<file path="src/atms_pkg.sv">
// types, codes and constants of the alarm slot table
package atms_pkg;

    localparam int unsigned SLOT_COUNT_DEF = 16;
    localparam logic [7:0]  NONE_ID        = 8'd255;
    localparam logic [5:0]  SNOOZE_RESET   = 6'd5;
    localparam logic [6:0]  MIN_PER_HOUR   = 7'd60;
    localparam logic [5:0]  HOUR_PER_DAY   = 6'd24;
    localparam logic [7:0]  NO_MINUTE      = 8'd255;

    typedef enum logic [2:0] {
        CMD_WRITE   = 3'd0,
        CMD_DELETE  = 3'd1,
        CMD_CHECK   = 3'd2,
        CMD_SNOOZE  = 3'd3,
        CMD_DISMISS = 3'd4,
        CMD_READ    = 3'd5
    } cmd_t;

    typedef enum logic [1:0] {
        ST_OK     = 2'd0,
        ST_BAD_ID = 2'd1,
        ST_ABSENT = 2'd2
    } status_t;

    // stored slot word, msb first: done, enable, mask, minute, hour
    typedef struct packed {
        logic       done;
        logic       en;
        logic [6:0] mask;
        logic [5:0] mn;
        logic [4:0] hr;
    } slot_t;

endpackage

</file>
<file path="src/alarm_table_match_snooze.sv">
// alarm slot table with weekday match, one-shot alarms and snooze
//
//   channel | direction | handshake             | payload
//   --------+-----------+-----------------------+---------------------------------------
//   in      | input     | in_valid / in_stall   | cmd alarm_id hour minute day_of_week
//           |           |                       | day_mask enable once_done
//   out     | output    | out_valid / out_stall | status ringing ringing_id snoozed fired
//           |           |                       | read_hour read_minute read_mask
//           |           |                       | read_enable read_done
//   cfg     | input     | cfg_valid / cfg_ready | snooze_step
//
// write, delete, snooze, dismiss and unused commands pass through EXEC and OUT; a read adds RDWAIT
// a time check that scans passes through SCAN before OUT: the scan reads one slot per cycle
// through the single read port of the slot memory
// one item is in work at a time; in_stall is high from acceptance until its result
// has moved into the output register, which then waits for out_stall to drop
// reset clears the present bits and ring state at once; there is no clearing pass
module alarm_table_match_snooze
    import atms_pkg::*;
#(
    parameter int unsigned SLOT_COUNT = SLOT_COUNT_DEF
)
(
    input  logic       clk,
    input  logic       rst_n,

    input  logic       in_valid,
    output logic       in_stall,
    input  logic [2:0] cmd,
    input  logic [7:0] alarm_id,
    input  logic [4:0] hour,
    input  logic [5:0] minute,
    input  logic [2:0] day_of_week,
    input  logic [6:0] day_mask,
    input  logic       enable,
    input  logic       once_done,

    output logic       out_valid,
    input  logic       out_stall,
    output logic [1:0] status,
    output logic       ringing,
    output logic [7:0] ringing_id,
    output logic       snoozed,
    output logic       fired,
    output logic [4:0] read_hour,
    output logic [5:0] read_minute,
    output logic [6:0] read_mask,
    output logic       read_enable,
    output logic       read_done,

    input  logic       cfg_valid,
    output logic       cfg_ready,
    input  logic [5:0] snooze_step
);

    localparam int unsigned IDX_W    = (SLOT_COUNT > 1) ? $clog2(SLOT_COUNT) : 1;
    localparam logic [7:0]  SLOT_LIM = 8'(SLOT_COUNT);
    localparam logic [IDX_W-1:0] LAST_IDX = IDX_W'(SLOT_COUNT - 1);

    typedef enum logic [2:0] {
        S_IDLE,
        S_EXEC,
        S_RDWAIT,
        S_SCAN,
        S_OUT
    } state_t;

    state_t state_reg, state_next;

    // latched item
    logic [2:0]       cmd_reg, cmd_next;
    logic [7:0]       id_reg, id_next;
    logic [4:0]       hour_reg, hour_next;
    logic [5:0]       minute_reg, minute_next;
    logic [2:0]       dow_reg, dow_next;
    logic [6:0]       mask_reg, mask_next;
    logic             en_reg, en_next;
    logic             done_reg, done_next;

    // block state
    logic [SLOT_COUNT-1:0] present_reg, present_next;
    logic             ring_reg, ring_next;
    logic [7:0]       ring_slot_reg, ring_slot_next;
    logic             snz_reg, snz_next;
    logic [4:0]       snz_hour_reg, snz_hour_next;
    logic [5:0]       snz_min_reg, snz_min_next;
    logic [7:0]       last_min_reg, last_min_next;
    logic [5:0]       snooze_cfg_reg, snooze_cfg_next;
    logic [IDX_W-1:0] chk_idx_reg, chk_idx_next;

    // staged result and output register
    logic [1:0]       res_status_reg, res_status_next;
    logic             res_fired_reg, res_fired_next;
    slot_t            res_word_reg, res_word_next;
    logic             out_valid_reg, out_valid_next;
    logic [1:0]       out_status_reg, out_status_next;
    logic             out_ring_reg, out_ring_next;
    logic [7:0]       out_ring_id_reg, out_ring_id_next;
    logic             out_snz_reg, out_snz_next;
    logic             out_fired_reg, out_fired_next;
    slot_t            out_word_reg, out_word_next;

    // slot memory
    slot_t            mem [SLOT_COUNT];
    slot_t            mem_rdata_reg;
    logic             mem_we;
    logic [IDX_W-1:0] mem_waddr;
    slot_t            mem_wdata;
    logic [IDX_W-1:0] mem_raddr;

    // decode helpers
    logic             id_ok;
    logic [IDX_W-1:0] id_idx;
    logic             id_present;
    logic [6:0]       min_sum;
    logic             min_wrap;
    logic [5:0]       hour_inc;
    logic [4:0]       snz_hour_calc;
    logic [5:0]       snz_min_calc;
    logic             new_minute;
    logic             snz_match;
    logic [7:0]       today_mask;
    logic             slot_hit;
    logic             out_free;

    assign id_ok      = (id_reg < SLOT_LIM);
    assign id_idx     = id_reg[IDX_W-1:0];
    assign id_present = id_ok && present_reg[id_idx];

    // snooze time: add once, wrap minute and hour at most once
    assign min_sum       = {1'b0, minute_reg} + {1'b0, snooze_cfg_reg};
    assign min_wrap      = (min_sum >= MIN_PER_HOUR);
    assign hour_inc      = {1'b0, hour_reg} + 6'd1;
    assign snz_min_calc  = min_wrap ? 6'(min_sum - MIN_PER_HOUR) : min_sum[5:0];
    assign snz_hour_calc = !min_wrap ? hour_reg :
                           (hour_inc >= HOUR_PER_DAY) ? 5'd0 : hour_inc[4:0];

    assign new_minute = ({2'b00, minute_reg} != last_min_reg);
    assign snz_match  = snz_reg && (hour_reg == snz_hour_reg) && (minute_reg == snz_min_reg);

    // match of the slot whose word has just come out of memory
    assign today_mask = {1'b0, mem_rdata_reg.mask};
    assign slot_hit   = present_reg[chk_idx_reg] && mem_rdata_reg.en && !mem_rdata_reg.done &&
                        (mem_rdata_reg.hr == hour_reg) && (mem_rdata_reg.mn == minute_reg) &&
                        ((mem_rdata_reg.mask == 7'd0) || today_mask[dow_reg]);

    assign out_free = !out_valid_reg || !out_stall;

    always_comb
    begin
        state_next       = state_reg;
        cmd_next         = cmd_reg;
        id_next          = id_reg;
        hour_next        = hour_reg;
        minute_next      = minute_reg;
        dow_next         = dow_reg;
        mask_next        = mask_reg;
        en_next          = en_reg;
        done_next        = done_reg;
        present_next     = present_reg;
        ring_next        = ring_reg;
        ring_slot_next   = ring_slot_reg;
        snz_next         = snz_reg;
        snz_hour_next    = snz_hour_reg;
        snz_min_next     = snz_min_reg;
        last_min_next    = last_min_reg;
        snooze_cfg_next  = snooze_cfg_reg;
        chk_idx_next     = chk_idx_reg;
        res_status_next  = res_status_reg;
        res_fired_next   = res_fired_reg;
        res_word_next    = res_word_reg;
        out_valid_next   = out_valid_reg && out_stall;
        out_status_next  = out_status_reg;
        out_ring_next    = out_ring_reg;
        out_ring_id_next = out_ring_id_reg;
        out_snz_next     = out_snz_reg;
        out_fired_next   = out_fired_reg;
        out_word_next    = out_word_reg;
        mem_we           = 1'b0;
        mem_waddr        = id_idx;
        mem_wdata        = '{done: done_reg, en: en_reg, mask: mask_reg,
                             mn: minute_reg, hr: hour_reg};
        mem_raddr        = '0;

        if (cfg_valid)
        begin
            snooze_cfg_next = snooze_step;
        end

        case (state_reg)
            S_IDLE:
            begin
                if (in_valid)
                begin
                    cmd_next    = cmd;
                    id_next     = alarm_id;
                    hour_next   = hour;
                    minute_next = minute;
                    dow_next    = day_of_week;
                    mask_next   = day_mask;
                    en_next     = enable;
                    done_next   = once_done;
                    state_next  = S_EXEC;
                end
            end

            S_EXEC:
            begin
                res_status_next = ST_OK;
                res_fired_next  = 1'b0;
                res_word_next   = '0;
                state_next      = S_OUT;
                case (cmd_t'(cmd_reg))
                    CMD_WRITE:
                    begin
                        if (!id_ok)
                        begin
                            res_status_next = ST_BAD_ID;
                        end
                        else
                        begin
                            mem_we               = 1'b1;
                            present_next[id_idx] = 1'b1;
                        end
                    end

                    CMD_DELETE:
                    begin
                        if (!id_ok)
                        begin
                            res_status_next = ST_BAD_ID;
                        end
                        else if (!id_present)
                        begin
                            res_status_next = ST_ABSENT;
                        end
                        else
                        begin
                            present_next[id_idx] = 1'b0;
                        end
                    end

                    CMD_CHECK:
                    begin
                        if (new_minute)
                        begin
                            last_min_next = {2'b00, minute_reg};
                            if (snz_match)
                            begin
                                ring_next      = 1'b1;
                                snz_next       = 1'b0;
                                res_fired_next = 1'b1;
                            end
                            else
                            begin
                                mem_raddr    = '0;
                                chk_idx_next = '0;
                                state_next   = S_SCAN;
                            end
                        end
                    end

                    CMD_SNOOZE:
                    begin
                        if (ring_reg)
                        begin
                            ring_next     = 1'b0;
                            snz_next      = 1'b1;
                            snz_hour_next = snz_hour_calc;
                            snz_min_next  = snz_min_calc;
                        end
                    end

                    CMD_DISMISS:
                    begin
                        ring_next      = 1'b0;
                        snz_next       = 1'b0;
                        ring_slot_next = NONE_ID;
                    end

                    CMD_READ:
                    begin
                        if (!id_ok)
                        begin
                            res_status_next = ST_BAD_ID;
                        end
                        else if (!id_present)
                        begin
                            res_status_next = ST_ABSENT;
                        end
                        else
                        begin
                            mem_raddr  = id_idx;
                            state_next = S_RDWAIT;
                        end
                    end

                    default:
                    begin
                    end
                endcase
            end

            S_RDWAIT:
            begin
                res_word_next = mem_rdata_reg;
                state_next    = S_OUT;
            end

            S_SCAN:
            begin
                // read of the following slot overlaps the check of this one
                mem_raddr = (chk_idx_reg == LAST_IDX) ? '0 : IDX_W'(chk_idx_reg + 1'b1);
                if (slot_hit)
                begin
                    ring_next      = 1'b1;
                    ring_slot_next = 8'(chk_idx_reg);
                    res_fired_next = 1'b1;
                    state_next     = S_OUT;
                    if (mem_rdata_reg.mask == 7'd0)
                    begin
                        // one-shot alarm retires after it fires
                        mem_we    = 1'b1;
                        mem_waddr = chk_idx_reg;
                        mem_wdata = '{done: 1'b1, en: 1'b0, mask: 7'd0,
                                      mn: mem_rdata_reg.mn, hr: mem_rdata_reg.hr};
                    end
                end
                else if (chk_idx_reg == LAST_IDX)
                begin
                    state_next = S_OUT;
                end
                else
                begin
                    chk_idx_next = IDX_W'(chk_idx_reg + 1'b1);
                end
            end

            S_OUT:
            begin
                if (out_free)
                begin
                    out_valid_next   = 1'b1;
                    out_status_next  = res_status_reg;
                    out_ring_next    = ring_reg;
                    out_ring_id_next = ring_slot_reg;
                    out_snz_next     = snz_reg;
                    out_fired_next   = res_fired_reg;
                    out_word_next    = res_word_reg;
                    state_next       = S_IDLE;
                end
            end

            default:
            begin
                state_next = S_IDLE;
            end
        endcase
    end

    always_ff @(posedge clk or negedge rst_n)
    begin
        if (!rst_n)
        begin
            state_reg       <= S_IDLE;
            cmd_reg         <= '0;
            id_reg          <= '0;
            hour_reg        <= '0;
            minute_reg      <= '0;
            dow_reg         <= '0;
            mask_reg        <= '0;
            en_reg          <= 1'b0;
            done_reg        <= 1'b0;
            present_reg     <= '0;
            ring_reg        <= 1'b0;
            ring_slot_reg   <= NONE_ID;
            snz_reg         <= 1'b0;
            snz_hour_reg    <= '0;
            snz_min_reg     <= '0;
            last_min_reg    <= NO_MINUTE;
            snooze_cfg_reg  <= SNOOZE_RESET;
            chk_idx_reg     <= '0;
            res_status_reg  <= ST_OK;
            res_fired_reg   <= 1'b0;
            res_word_reg    <= '0;
            out_valid_reg   <= 1'b0;
            out_status_reg  <= ST_OK;
            out_ring_reg    <= 1'b0;
            out_ring_id_reg <= NONE_ID;
            out_snz_reg     <= 1'b0;
            out_fired_reg   <= 1'b0;
            out_word_reg    <= '0;
        end
        else
        begin
            state_reg       <= state_next;
            cmd_reg         <= cmd_next;
            id_reg          <= id_next;
            hour_reg        <= hour_next;
            minute_reg      <= minute_next;
            dow_reg         <= dow_next;
            mask_reg        <= mask_next;
            en_reg          <= en_next;
            done_reg        <= done_next;
            present_reg     <= present_next;
            ring_reg        <= ring_next;
            ring_slot_reg   <= ring_slot_next;
            snz_reg         <= snz_next;
            snz_hour_reg    <= snz_hour_next;
            snz_min_reg     <= snz_min_next;
            last_min_reg    <= last_min_next;
            snooze_cfg_reg  <= snooze_cfg_next;
            chk_idx_reg     <= chk_idx_next;
            res_status_reg  <= res_status_next;
            res_fired_reg   <= res_fired_next;
            res_word_reg    <= res_word_next;
            out_valid_reg   <= out_valid_next;
            out_status_reg  <= out_status_next;
            out_ring_reg    <= out_ring_next;
            out_ring_id_reg <= out_ring_id_next;
            out_snz_reg     <= out_snz_next;
            out_fired_reg   <= out_fired_next;
            out_word_reg    <= out_word_next;
        end
    end

    always_ff @(posedge clk)
    begin
        if (mem_we)
        begin
            mem[mem_waddr] <= mem_wdata;
        end
        mem_rdata_reg <= mem[mem_raddr];
    end

    assign in_stall    = (state_reg != S_IDLE);
    assign cfg_ready   = 1'b1;
    assign out_valid   = out_valid_reg;
    assign status      = out_status_reg;
    assign ringing     = out_ring_reg;
    assign ringing_id  = out_ring_id_reg;
    assign snoozed     = out_snz_reg;
    assign fired       = out_fired_reg;
    assign read_hour   = out_word_reg.hr;
    assign read_minute = out_word_reg.mn;
    assign read_mask   = out_word_reg.mask;
    assign read_enable = out_word_reg.en;
    assign read_done   = out_word_reg.done;

    a_fired_rings: assert property (@(posedge clk) disable iff (!rst_n)
        out_valid && fired |-> ringing && (status == ST_OK))
        else $error("fired result without ringing or with bad status");

    a_ring_id_range: assert property (@(posedge clk) disable iff (!rst_n)
        out_valid && ringing |-> (ringing_id < SLOT_LIM))
        else $error("ringing with no valid slot id");

    a_accept_busy: assert property (@(posedge clk) disable iff (!rst_n)
        in_valid && !in_stall |=> in_stall && !$stable(state_reg))
        else $error("accepted item did not start work");

    a_scan_write_hit: assert property (@(posedge clk) disable iff (!rst_n)
        (state_reg == S_SCAN) && mem_we |-> slot_hit && (state_next == S_OUT))
        else $error("slot write-back during scan without a match");

endmodule

</file>
<file path="config.mk">
export PLATFORM = sky130hd
export DESIGN_NAME = alarm_table_match_snooze
export DESIGN_NICKNAME = d
export VERILOG_FILES = /design/src/atms_pkg.sv /design/src/alarm_table_match_snooze.sv
export SDC_FILE = /design/constraint.sdc
export NUM_CORES = 1
export LEC_CHECK = 0
export BUFFER_PORTS_ARGS = -buffer_cell sky130_fd_sc_hd__buf_2
export CORE_MARGIN = 5
export CORE_UTILIZATION = 55
export CTS_CLUSTER_DIAMETER = 40
export DETAILED_ROUTE_END_ITERATION = 10
export PLACE_DENSITY = 0.71
export RECOVER_POWER = 50
export SYNTH_ARGS = -nofsm -noshare
export SYNTH_HDL_FRONTEND = slang
export SYNTH_SLANG_ARGS = --single-unit
</file>
<file path="constraint.sdc">
create_clock -name clk -period 5.1 [get_ports clk]
set_input_delay 1.02 -clock clk [delete_from_list [all_inputs] [get_ports clk]]
set_output_delay 1.02 -clock clk [all_outputs]
set_load 0.05 [all_outputs]
</file>
==> flow_results.org <==
** Final layout
- Leading cell type in the layout, fill and taps excluded :: sky130_fd_sc_hd__edfxtp_1
- Design area :: 22800 sq um
- Max reg flops :: 320
- The area growth from synthesis to layout is 13.8%.
- Fraction of final layout cells sized beyond drive strength 1 :: 19.8%
- In the final design database the tool counted 1622 nets.
- Count of antenna diodes in the layout :: 0
- Leading cell types in the layout, fill and taps excluded :: 320 x sky130_fd_sc_hd__edfxtp_1, 284 x sky130_fd_sc_hd__nand2_1, 123 x sky130_fd_sc_hd__dfrtp_1

** Job
- Max-cap violations in this run came to 3.

** Critical path
- At the worst endpoint, the arrival time is 4.60 ns.
- In this run the worst path has a maximum fanout of 22.
- The largest single stage delay on the critical path is 1.06 ns.
- Critical path cell sequence :: clkbuf_1, xor2_1, nor4_1, and4_4, nand2b_1, nor2_2, buf_4, a32oi_1, nor2_2
- The kind of cell with the highest combined delay along the critical path is simple AND/OR/NAND/NOR gates.
- Cell type with the highest occurrence count on the critical path :: sky130_fd_sc_hd__nor2_2
- Critical path launch point type :: flop
- CP max stage cell :: sky130_fd_sc_hd__nor2_2
- Counting both buffers and inverters, the worst setup path holds a total of 2.
- For flop-to-flop paths, the worst setup slack is 0.68 ns.
- Setup Crit Path Kind :: reg -> reg
- Capturing element type of the critical path :: flop
- Data on the critical path is required at its endpoint by 5.28 ns.

** Logic synthesis
- Yosys attributes the largest share of cell area to sky130_fd_sc_hd__edfxtp_1 48%, sky130_fd_sc_hd__dfrtp_1 15%, sky130_fd_sc_hd__nand2_1 5.3%.
- Of the synthesized area, sequential elements account for 67.9%.
- Prevailing post-synth register cell :: sky130_fd_sc_hd__edfxtp_1
- Count of flip-flops with a built-in enable after synthesis :: 320
- The synthesized netlist contains 72 unique library cells.
- Yosys printed 0 warnings.
- The top cell type by area accounts for 48.0% of the synthesized area.
- Mean cell area of the mapped netlist :: 13.4 sq um
- Synthesized Nets :: 1547
- Fraction of synthesized area in multiplexers :: 8.31%
- The synthesized netlist devotes 1.58% of its cell area to XOR and XNOR gates.
- After synthesis the cells add up to 20000 sq um.
- Summing the areas of all and, or, nand and nor instances in the mapped netlist gives 10.3% of the synthesized area.
- Post-Synthesis Cells :: 1491
- The largest total area in the synthesized netlist belongs to sky130_fd_sc_hd__edfxtp_1.
- By area, the combinational part of the netlist is dominated by simple AND/OR/NAND/NOR gates.
- Count of state elements after synthesis :: 482
- Compound-gate portion of the synthesized area :: 8.23%
- After synthesis, the share of flip-flops with an asynchronous set or reset is 29.5%.
- Post-Synth Adder-Cell Area :: 0.726%

** Drt
- After detailed routing, the number of remaining DRC violations is 0.
- Once detail routing completed, the nets flagged for antenna violations numbered 0.
- Detailed-routing iteration count for the pre-antenna-repair pass :: 5
- The detailed router finished its first iteration with 1178 violations.
- Vias per inst :: 6.01
- Vias after detailed routing :: 12.5k
- After detailed routing, the average wire length per cell comes to 22.7 microns.
- For this block, the routed nets add up to 47100 microns of wire.

** STA
- Setup violations remaining at the end of the flow were counted as 0.
- RSZ-0062 raised after global routing :: false
- Setup TNS :: 0 ns
- For the pin with the worst max-slew slack, the measured transition is 2.53 ns.
- Final worst hold slack :: 0.476 ns
- Worst-case setup margin in the final layout :: 0.684 ns
- The number of max-slew violations in the final report is 119.
- The hold violation count in the final report came to 0.
- The clock arrives with 0.0215 ns of skew.
- Post-layout min period :: 4.42 ns
- After layout, the worst path uses 86.6% of the clock period.
- Headroom to the max-slew limit came out at -69.0%.
- Max Clock Freq :: 226 MHz

** Placed design
- Prior to clock tree synthesis, the placed netlist has a worst setup slack of 1.09 ns.
- In this run the cell area measured after placement is 20900 sq um.
- At the end of routability-driven placement, the weighted congestion stood at 0.833.
- Detailed placement finished with a half-perimeter wire length of 28000 microns.
- The count of buffers added on input and output ports is 79.

** Pwr
- The design draws 12600 uW.
- In this run the static leakage power is 0.00871 uW.
- Power spread over the standard cell area amounts to 552 nW/um^2.
- Worst ir drop on vdd :: 265 uV

** Status
- Status :: finished with violations
- The checks that failed: capacitance limit, slew limit.

** Clock network
- Setup Buffers After CTS :: 0
- TritonCTS built the clock tree.
- Clock-pin slew reported for the worst setup and hold paths after clock tree synthesis :: 0.06 ns
- The tree is rooted in a sky130_fd_sc_hd__clkbuf_16.
- Cts repair resizes :: 0
- Clock buffer count from CTS :: 56
- In this run the deepest clock path goes through 3 buffers.
- The H-tree was split into 2 levels.
- For the worst-skew pair, the clock arrives at the later sink with an insertion delay of 0.59 ns.
- Number of buffers inserted by hold repair at cts :: 0
- Number of clock sinks seen by CTS :: 482

** Global routing
- Overflow left after global routing :: 0
- For this run, the total global-route usage over all layers was measured as 23.1%.
- Entering global routing, the biggest net connects 121 pins.
- Initial antenna violation count :: 0
- First-pass GRT wire length :: 73000 microns
- Number of global-route vias before repair :: 12.4k

** Floorplanning
- The initialized floorplan defines 69 standard-cell rows.
- Total die area :: 40300 sq um
- Measured along the y axis, the die boundary spans 201 microns.
- Effective utilization at floorplan :: 56.0%
- Number of top-level pins :: 81
- Placeable core region :: 35700 sq um
- From left edge to right edge, the die measures 201 microns.

** Hold path
- Classification of the worst-slack hold path :: reg -> reg
## worst paths after layout
check / from / to / depth (start not counted)
min reg2reg: res_status_reg[0]$_DFFE_PN0P_ / res_status_reg[0]$_DFFE_PN0P_ / 2
max in group asynchronous: rst_n / mask_reg[5]$_DFFE_PN0P_ / 2
max: minute_reg[4]$_DFFE_PN0P_ / mem[5][3]$_DFFE_PP_ / 9
max reg2reg: minute_reg[4]$_DFFE_PN0P_ / mem[5][3]$_DFFE_PP_ / 9
min in group asynchronous: rst_n / status[0]$_DFFE_PN0P_ / 1
min: res_status_reg[0]$_DFFE_PN0P_ / res_status_reg[0]$_DFFE_PN0P_ / 2
## synthesized netlist by cell type (all sizes together) (3+ instances only)
library cell and instances:
a21oi 76, a22o 23, a311o 19, a31oi 11, a32oi 44, and3 22
buf 48, clkbuf 56, dfrtp 123, dfstp 19, dfxtp 20, edfxtp 320
ha 10, inv 16, mux2 88, mux2i 49, mux4 8, nand2 284
nand2b 8, nand3 39, nand4 4, nand4b 5, nor2 60, nor2b 11
nor3 7, nor4 6, o21ai 20, o22ai 21, o31ai 3, or2 3
or3 4, or4 3, xnor2 17, xor2 19
## report_power, final
group          total [uW]  switching, uW  internal (uW)
clock network        4130           1610           2530
registers            5670            588           5080
logic                2760           1780            978
## worst min-delay path, delay by kind of cell, from the launching register on
| kind | cells | cell delay, ns |
|---|---|---|
| DFF | 1 | 0.35 |
| and+or+nand+nor | 2 | 0.10 |
## through the flow
stage / utilization [%] / instances
3_3_place_gp: 58.5 / 1969
6_report: 63.7 / 2074
3_5_place_dp: 58.5 / 1969
4_1_cts: 64.0 / 2074
2_1_floorplan: - / 1491
5_1_grt: 63.7 / 2074
## cell type report
class	instances	area, sq um
clock inverter	35	439
clock buffer	70	1510
fill	2580	13000
tap	461	577
sequential	482	13600
multi-input combinational	889	5900
inverter	16	60.1
timing repair buffer	121	691
## kinds of logic (layout without fill, tap and decap cells)
logic type      Yosys count  after routing
simple gates            464            464
xor+xnor                 36             36
other cells               1              1
mux                     145            145
compound gates          232            232
fa+ha+maj                11             11
buf+inv                 120            242
flops                   482            482
## routing by layer
layer  global-route usage [%]  part of all wire (%)
met1                     31.6                    41
met2                     37.7                    48
met3                     4.62                   7.8
met4                     7.82                   3.1
met5                        0                     0
Power figures use the tool's default switching activity.
